$ cat src/design/hrti_pkg.sv
// ----------------------------------------------------------------------------
// hrti_pkg
// shared types, sizes and codes for the hashed radix trie index
// ----------------------------------------------------------------------------
package hrti_pkg;

    // trie sizing
    localparam int NODE_COUNT = 1024;
    localparam int FANOUT     = 16;
    localparam int HASH_BITS  = 32;
    localparam int VALUE_BITS = 32;
    localparam int DATA_BITS  = 32;

    localparam int LEVELS     = HASH_BITS / 4;
    localparam int LVL_W      = $clog2(LEVELS);
    localparam int NIB_W      = $clog2(FANOUT);
    localparam int NODE_W     = $clog2(NODE_COUNT);
    localparam int FREE_W     = NODE_W + 1;
    localparam int LINK_DEPTH = NODE_COUNT * FANOUT;
    localparam int LINK_AW    = $clog2(LINK_DEPTH);

    // request type codes
    localparam logic REQ_SET = 1'b0;
    localparam logic REQ_GET = 1'b1;

    // result status codes
    typedef enum logic [1:0] {
        ST_OK        = 2'd0,
        ST_NOT_FOUND = 2'd1,
        ST_FULL      = 2'd2
    } t_status;

    // request beat
    typedef struct packed {
        logic                        req_type;
        logic [HASH_BITS-1:0]        key_hash;
        logic signed [DATA_BITS-1:0] write_data;
    } t_req;

    // result beat
    typedef struct packed {
        t_status                     status;
        logic signed [DATA_BITS-1:0] read_data;
    } t_rsp;

    // controller to datapath commands
    typedef struct packed {
        logic    clr;
        logic    load;
        logic    rd_link;
        logic    alloc;
        logic    step;
        logic    rd_leaf;
        logic    wr_leaf;
        logic    rsp_load;
        t_status rsp_st;
    } t_cmd;

    // datapath to controller status
    typedef struct packed {
        logic clr_last;
        logic link_null;
        logic last_level;
        logic pool_full;
        logic is_get;
    } t_sts;

endpackage

$ cat src/design/hrti_ctrl.sv
// ----------------------------------------------------------------------------
// hrti_ctrl
// sequencer for clearing, trie walk, leaf access and result handoff
// ----------------------------------------------------------------------------
module hrti_ctrl (
    input  logic           i_clk,
    input  logic           i_rst_n,
    input  logic           i_in_valid,
    output logic           o_in_stall,
    output logic           o_out_valid,
    input  logic           i_out_stall,
    input  hrti_pkg::t_sts i_sts,
    output hrti_pkg::t_cmd o_cmd
);
    import hrti_pkg::*;

    typedef enum logic [2:0] {
        S_CLEAR,
        S_IDLE,
        S_LINK_RD,
        S_LINK_CHK,
        S_LEAF,
        S_LEAF_WAIT,
        S_DONE
    } t_state;

    t_state  r_state, n_state;
    t_status r_st, n_st;
    logic    r_out_valid, n_out_valid;
    logic    w_out_free;
    t_cmd    w_cmd;

    assign w_out_free = !r_out_valid || !i_out_stall;

    // next state and commands
    always_comb begin
        w_cmd       = '0;
        w_cmd.rsp_st = r_st;
        n_state     = r_state;
        n_st        = r_st;
        n_out_valid = r_out_valid && i_out_stall;
        case (r_state)
            S_CLEAR: begin
                w_cmd.clr = 1'b1;
                if (i_sts.clr_last) begin
                    n_state = S_IDLE;
                end
            end
            S_IDLE: begin
                if (i_in_valid) begin
                    w_cmd.load = 1'b1;
                    n_state    = S_LINK_RD;
                end
            end
            S_LINK_RD: begin
                w_cmd.rd_link = 1'b1;
                n_state       = S_LINK_CHK;
            end
            S_LINK_CHK: begin
                if (i_sts.link_null && i_sts.is_get) begin
                    n_st    = ST_NOT_FOUND;
                    n_state = S_DONE;
                end else if (i_sts.link_null && i_sts.pool_full) begin
                    n_st    = ST_FULL;
                    n_state = S_DONE;
                end else begin
                    w_cmd.alloc = i_sts.link_null;
                    w_cmd.step  = 1'b1;
                    n_state     = i_sts.last_level ? S_LEAF : S_LINK_RD;
                end
            end
            S_LEAF: begin
                n_st = ST_OK;
                if (i_sts.is_get) begin
                    w_cmd.rd_leaf = 1'b1;
                    n_state       = S_LEAF_WAIT;
                end else begin
                    w_cmd.wr_leaf = 1'b1;
                    n_state       = S_DONE;
                end
            end
            S_LEAF_WAIT: begin
                n_state = S_DONE;
            end
            S_DONE: begin
                if (w_out_free) begin
                    w_cmd.rsp_load = 1'b1;
                    n_out_valid    = 1'b1;
                    n_state        = S_IDLE;
                end
            end
            default: begin
                n_state = S_IDLE;
            end
        endcase
    end

    // state and registered outputs
    always_ff @(posedge i_clk) begin
        if (!i_rst_n) begin
            r_state     <= S_CLEAR;
            r_st        <= ST_OK;
            r_out_valid <= 1'b0;
        end else begin
            r_state     <= n_state;
            r_st        <= n_st;
            r_out_valid <= n_out_valid;
        end
    end

    assign o_cmd       = w_cmd;
    assign o_in_stall  = (r_state != S_IDLE);
    assign o_out_valid = r_out_valid;

`ifndef ASSERT_OFF
    // a result beat only appears when a finished request is handed over
    a_out_from_done: assert property (@(posedge i_clk) disable iff (!i_rst_n)
        $rose(r_out_valid) |-> $past(r_state == S_DONE))
        else $error("result beat raised outside the handoff state");

    // a waiting result is never overwritten
    a_no_overwrite: assert property (@(posedge i_clk) disable iff (!i_rst_n)
        w_cmd.rsp_load |-> (!r_out_valid || !i_out_stall))
        else $error("result register loaded while a beat is stalled");

    // no node is handed out once the pool is spent
    a_alloc_in_pool: assert property (@(posedge i_clk) disable iff (!i_rst_n)
        w_cmd.alloc |-> (!i_sts.pool_full && !i_sts.is_get))
        else $error("node allocated with pool exhausted or on a get");

    // leaf writes only on a set that walked all levels
    a_leaf_wr_set: assert property (@(posedge i_clk) disable iff (!i_rst_n)
        w_cmd.wr_leaf |-> (!i_sts.is_get && $past(r_state == S_LINK_CHK)))
        else $error("leaf written outside a completed set walk");

    // reset always starts the clearing sweep
    a_reset_clears: assert property (@(posedge i_clk)
        !i_rst_n |=> (r_state == S_CLEAR && !r_out_valid))
        else $error("reset did not start the clearing sweep");
`endif

endmodule

$ cat config.mk
export PLATFORM = sky130hd
export DESIGN_NAME = hrti_ctrl
export DESIGN_NICKNAME = d
export VERILOG_FILES = /design/src/design/hrti_pkg.sv /design/src/design/hrti_ctrl.sv
export SDC_FILE = /design/constraint.sdc
export NUM_CORES = 1
export LEC_CHECK = 0
export BUFFER_PORTS_ARGS = -buffer_cell sky130_fd_sc_hd__buf_4
export CAP_MARGIN = 20
export CORE_AREA = 2 2 39 41
export CTS_CLUSTER_DIAMETER = 200
export CTS_CLUSTER_SIZE = 40
export DETAILED_ROUTE_END_ITERATION = 10
export DIE_AREA = 0 0 41 43
export HOLD_SLACK_MARGIN = 0.02
export PLACE_DENSITY = 0.58
export RECOVER_POWER = 25
export SYNTH_ARGS = -nofsm -noshare
export SYNTH_HDL_FRONTEND = slang
export SYNTH_SLANG_ARGS = --single-unit
$ cat constraint.sdc
create_clock -name i_clk -period 2.5 [get_ports i_clk]
set_input_delay 0.25 -clock i_clk [delete_from_list [all_inputs] [get_ports i_clk]]
set_output_delay 0.25 -clock i_clk [all_outputs]
set_load 0.01 [all_outputs]
# Word level (Yosys, flattened, before mapping)

Cells that the tools add are included.

RAM bits: 0
Output and inout bits: 12
ROM bits: 0
Latch bits: 0
Input bits: 9
Register bits: 6
Logic and storage cells: 49
Memories kept: 0

Equality and inequality tests: 11
Shift operators: 0
Multiply operators: 0
Reductions and logical operators: 10
Bitwise gates (word level): 0
Muxes and demuxes: 25
Order comparisons: 0
Divide/modulo/power cells: 0
Add/subtract/negate cells: 0

Operators by type and width:

| kind                                                 | number |
|---|---|
| case mux 3 bit (7 select lines)                      | 1 |
| 2-to-1 mux 3 bit                                     | 6 |
| 2-to-1 mux 2 bit                                     | 7 |
| 2-to-1 mux 1 bit                                     | 10 |
| equality test 3 bit (second input constant)          | 3 |
| equality test 3 x 2 -> 1 bit (second input constant) | 2 |
| != test 2 bit (second input constant)                | 3 |
| case mux 2 bit (2 select lines)                      | 1 |
| equality test 3 x 1 -> 1 bit (second input constant) | 1 |
| logical AND 1 bit                                    | 3 |
| zero test 3 bit                                      | 1 |
| != test 3 x 1 -> 1 bit (second input constant)       | 1 |
| != test 3 bit (second input constant)                | 1 |
| AND reduction 3 bit                                  | 1 |
| zero test 1 bit                                      | 2 |
| AND reduction 2 bit                                  | 1 |
| nonzero test 2 bit                                   | 1 |
| logical OR 1 bit                                     | 1 |

# Longest topological paths before layout

Gate-level depths: netlist (run 1).

Word-level depth: 4
Mapped depth: 4
Depth with buffers taken out: 3

# Worst setup path after synthesis (run 1)

No wires, ideal clock.

Kind: flip-flop to output port
Start: reg r_state[0]
End: out o_cmd[5] (netlist bit)
Path slack: 1289 ps
Data arrival time: 961 ps
Path buffers: 1
Data required time: 2250 ps
Stages on the path, launching flop included: 4
Cell sequence: dfxtp_1 -> buf_2 -> nand2_1 -> a211oi_1

RTL lines:

| element                  | line             | source |
|---|---|---|
| start: declaration       | hrti_ctrl.sv:27  | `t_state r_state, n_state;` |
| start signal: assignment | hrti_ctrl.sv:105 | `r_state <= n_state;` |
| end: declaration         | hrti_ctrl.sv:13  | `output hrti_pkg::t_cmd o_cmd` |

==> impl_metrics.json, run 1 <==
{
  "core-area_um2": 1380,
  "cp_top_family": "flip-flops",
  "vias": 455,
  "ir_worst_vdd_v": 0.000160,
  "grt_max_degree": 17,
  "worstPathArrival_ns": 1.52,
  "antenna_cells": 0,
  "hold_viol_final": 0,
  "netlist_area_um2": 409,
  "fill_cells": 146,
  "viasPerCell": 5.00,
  "final_common_cell": "buf_4",
  "synth_cells": 55,
  "finalWirelength_um": 1060,
  "min_period_ns": 1.77,
  "clk_path_buf_depth": 2,
  "io-pin-count": 21,
  "ys_warn_count": 0,
  "hp-class": "input pin to register",
  "final_cell_mix": "17 x buf_4, 8 x nand2_1, 6 x a21oi_1, 6 x dfxtp_1, 4 x nor2_1",
  "gr-usage-all-layers_pct": 13.7,
  "nNetsFinal": 86,
  "setup_tns_ns": 0,
  "yosysTopAreaCell": "dfxtp_1",
  "yosysSeqAreaShare_pct": 29.4,
  "grt_pass1_vias": 364,
  "cts_inserted_buffers": 3,
  "worst_skew_pair.late_latency_ns": 0.25,
  "gp_congestion": 0.756,
  "worst_clock_skew_ns": 0.00406,
  "cts_resized": 0,
  "clkSinkCount": 6,
  "multi_input_area_um2": 259,
  "antenna_found_initial": 0,
  "cap_violations": 0,
  "drive_above_1_share_pct": 30.7,
  "status": "complete, no violations",
  "dp_hpwl_um": 743,
  "instances_no_fill": 91,
  "remaining_drc_errors": 0,
  "cpPeakStageDelay_ns": 0.60,
  "port_buffers": 20,
  "die_w_um": 41,
  "syn_to_final_growth_pct": 40.7,
  "worstSetupPathType": "register to primary output",
  "synth_top_area_share_pct": 29.4,
  "htree_levels": 1,
  "yosys-top-cells-area": "dfxtp_1 29%, a21oi_1 7.3%, nand2_1 7.3%",
  "cpMaxStageDelayCell": "dfxtp_1",
  "worst_pin_slew_ns": 0.472,
  "fmax_mhz": 564,
  "finalCritPeriodShare_pct": 71.0,
  "grt_pass1_wl_um": 1660,
  "powerDensity_nw_per_um2": 415,
  "crit_chain": "or3b_1, nor2_1, buf_4",
  "grt_overflow_total": 0,
  "dp_cells": 88,
  "regArea_um2": 120,
  "clk_pin_slew_ns": 0.05,
  "ys_types": 27,
  "cts_tree": "yes",
  "p_leak_nw": 0.244,
  "ctsHoldBuffers": 0,
  "first_pass_iters": 4,
  "dr.first_iter.drc_count": 13,
  "path_buf_inv": 1,
  "cts_root_buf": "clkbuf_4",
  "finalMaxSlewViolations": 0,
  "syn_avg_cell_area_um2": 7.44,
  "setup_viol": 0,
  "slew_headroom_pct": 68.5,
  "rsz0062_at_grt": "false",
  "initial_core_util_pct": 29.6,
  "drt.antenna.violating_nets": 0,
  "avgRoutedWirePerCell_um": 11.6,
  "postCtsSetupBuffers": 0,
  "cp-start-kind": "register",
  "critPathRequiredTime_ns": 2.25,
  "fp.dieH_um": 43,
  "dieArea_um2": 1760,
  "cp-end-kind": "primary output",
  "syn_nets": 64,
  "row_count": 14,
  "synth.ff_latch_count": 6,
  "cp_max_fo": 16
}
[tightest hold or removal path: stages]
cell	delay [ns]
buf_4	0.12
nand2_1	0.07
a21oi_1	0.04
[metrics by stage]
step                      hold WS [ns]  setup slack [ns]  power, W  utilization [%]  instance area, um^2
after floorplan                  0.391              1.29  0.000125                -                  409
after global placement           0.484              1.04  0.000146             40.8                  564
after detailed placement         0.479              1.01  0.000147             40.8                  564
after CTS                        0.280             0.738  0.000242             42.4                  587
after global routing             0.304             0.606  0.000255             41.6                  576
final                            0.285             0.726  0.000239             41.6                  576
[cell families after synthesis]
| group | after synthesis | share of synthesized area [%] |
|---|---|---|
| AOI/OAI and AO/OA | 17 | 28.7 |
| buffers and inverters | 7 | 7.34 |
| and+or+nand+nor | 25 | 34.6 |
| DFF | 6 | 29.4 |
[where the power goes]
part | switching (W) | internal, W | leakage, nW
logic | 0.0000168 | 0.0000226 | 0.182
registers | 0.00000738 | 0.0000979 | 0.0487
clock network | 0.0000395 | 0.0000546 | 0.0138
[final cells by class]
type / count / share of cell area [%]
inverter: 4 / 2.61
sequential: 6 / 20.9
multi-input combinational: 42 / 45.0
clock buffer: 3 / 3.91
timing repair buffer: 20 / 24.1
tap: 16 / 3.48
[sequential cells by signal (all words and copies together) (netlist names)]
| register | count |
|---|---|
| r_st | 2 |
| o_out_valid | 1 |
| r_state | 3 |
[routing by layer]
layer | GRT usage, % | part of all wire [%]
met3 | 3.14 | 5.4
met1 | 20.5 | 48
met4 | 8.00 | 1.3
met2 | 17.2 | 45
met5 | 0 | 0
[synthesized netlist by cell type]
library cell	count
o21ai_1	2
and4b_1	1
or2_2	1
a211o_1	1
nor3_1	2
nor3b_1	1
nand4b_1	2
a311oi_2	1
dfxtp_1	6
inv_2	1
and3b_1	1
a31oi_1	1
nand3b_1	1
nand2_1	8
inv_1	3
o32a_1	1
a211oi_1	1
a21oi_1	6
o21ai_0	1
or3b_1	1
or4_1	1
nor2_1	4
a2bb2oi_1	2
o211ai_1	1
nor2b_1	1
and3_1	1
buf_2	3
[path summary, 6_finish.rpt]
path,end,slack (ns),start,cells after the start
min reg2reg,r_st[0],0.48,r_st[0],2
max reg2reg,r_state[1],1.12,r_state[2],3
max,o_cmd[4],0.73,r_state[2],3
min,r_st[0],0.28,i_rst_n,3
No activity file was read; power rests on OpenSTA's default activity.
==> run 2: changes to the inputs <==
==> constraint.sdc (replaced) <==
create_clock -name i_clk -period 1.8 [get_ports i_clk]
set_input_delay 0.18 -clock i_clk [delete_from_list [all_inputs] [get_ports i_clk]]
set_output_delay 0.18 -clock i_clk [all_outputs]
set_load 0.01 [all_outputs]
==> run 2 against run 1 <==
  * Final cell count did not move
  * Critical path type unchanged
  * Hold slack worse by 0.069 ns
  * Largest power group unchanged
  * Die area unchanged
==> impl_metrics.json, run 2 (synthesized netlist as in run 1, its figures left out) <==
{
  "hp-class": "input pin to register",
  "avgRoutedWirePerCell_um": 11.7,
  "first_pass_iters": 4,
  "grt_pass1_wl_um": 1860,
  "worstSetupPathType": "register to primary output",
  "viasPerCell": 5.16,
  "ir_worst_vdd_v": 0.000280,
  "worst_hold_slack_ns": 0.216,
  "finalWirelength_um": 1060,
  "worstPathArrival_ns": 1.50,
  "fmax_mhz": 596,
  "status": "complete, no violations",
  "path_buf_inv": 1,
  "row_count": 14,
  "finalMaxSlewViolations": 0,
  "drive_above_1_share_pct": 30.7,
  "gp_congestion": 0.755,
  "cpPeakStageDelay_ns": 0.58,
  "drt.antenna.violating_nets": 0,
  "worst_clock_skew_ns": 0.00243,
  "cts_resized": 0,
  "core-area_um2": 1380,
  "dp_hpwl_um": 767,
  "cts_root_buf": "clkbuf_4",
  "slew_headroom_pct": 70.3,
  "cap_violations": 0,
  "grt_pass1_vias": 399,
  "postCtsSetupBuffers": 0,
  "syn_to_final_growth_pct": 40.7,
  "clkSinkCount": 6,
  "p_leak_nw": 0.244,
  "antenna_found_initial": 0,
  "setup_tns_ns": 0,
  "port_buffers": 20,
  "clk_pin_slew_ns": 0.05,
  "worst_pin_slew_ns": 0.445,
  "cp_max_fo": 16,
  "dr.first_iter.drc_count": 5,
  "startpoint": "r_state[2]",
  "min_period_ns": 1.68,
  "htree_levels": 1,
  "largest_reg_flops": 3,
  "cp_top_family": "flip-flops",
  "final_common_cell": "buf_4",
  "io-pin-count": 21,
  "worst_skew_pair.late_latency_ns": 0.25,
  "cp-start-kind": "register",
  "initial_core_util_pct": 29.6,
  "cts_inserted_buffers": 3,
  "r2r_start": "r_state[0]",
  "grt_max_degree": 17,
  "final_cell_mix": "17 x buf_4, 8 x nand2_1, 6 x a21oi_1, 6 x dfxtp_1, 4 x nor2_1",
  "dieArea_um2": 1760,
  "cpMaxStageDelayCell": "dfxtp_1",
  "critPathRequiredTime_ns": 1.62,
  "die_w_um": 41,
  "total_power_w": 0.000332,
  "grt_overflow_total": 0,
  "top_register": "r_state",
  "fp.dieH_um": 43,
  "finalCritPeriodShare_pct": 93.2,
  "ctsHoldBuffers": 0,
  "cp-end-kind": "primary output",
  "hold_start": "i_rst_n",
  "powerDensity_nw_per_um2": 576,
  "clk_path_buf_depth": 2,
  "crit_chain": "or3b_1, nor2_1, buf_4",
  "hold_viol_final": 0,
  "remaining_drc_errors": 0,
  "cts_tree": "yes",
  "setup_viol": 0,
  "nNetsFinal": 86,
  "gr-usage-all-layers_pct": 14.9,
  "rsz0062_at_grt": "false",
  "vias": 470,
  "antenna_cells": 0
}
-- run 2: final cells by class --
class,instances,area (um^2)
timing repair buffer,20,139
sequential,6,120
clock buffer,3,22.5
fill,150,808
multi-input combinational,42,259
inverter,4,15.0
tap,16,20.0
-- run 2: path summary, 6_finish.rpt --
path | end | slack [ns] | cells past startpoint
min reg2reg | r_st[0] | 0.49 | 2
min | r_st[0] | 0.22 | 3
max | o_cmd[3] | 0.12 | 3
max reg2reg | r_state[1] | 0.41 | 3
-- run 2: worst register-to-register path, delay by kind of cell, from the launching register on --
family,cells,cell delay (ns)
flip-flops,1,0.59
AO/OA/AOI/OAI,2,0.37
AND/OR/NAND/NOR,1,0.34
-- run 2: power breakdown --
group          internal [W]  switching, W
Combinational     0.0000314     0.0000238
Sequential         0.000136    0.00000999
Clock             0.0000758     0.0000545
Total              0.000243     0.0000883
-- run 2: through the flow --
step	std cells	setup slack [ns]	util [%]	instance area [um^2]
6_report	91	0.122	41.6	576
5_1_grt	91	0.00147	41.6	576
4_1_cts	91	0.131	42.4	587
3_5_place_dp	88	0.400	40.8	564
3_3_place_gp	88	0.409	40.8	564
2_1_floorplan	55	0.659	-	409
-- run 2: per-layer routing --
layer | routed length (um) | vias up | GRT usage [%]
met5 | 0 | - | 0
li1 | - | 244 | -
met4 | 15 | 0 | 8.00
met3 | 47 | 2 | 1.57
met2 | 509 | 12 | 18.4
met1 | 489 | 212 | 24.0
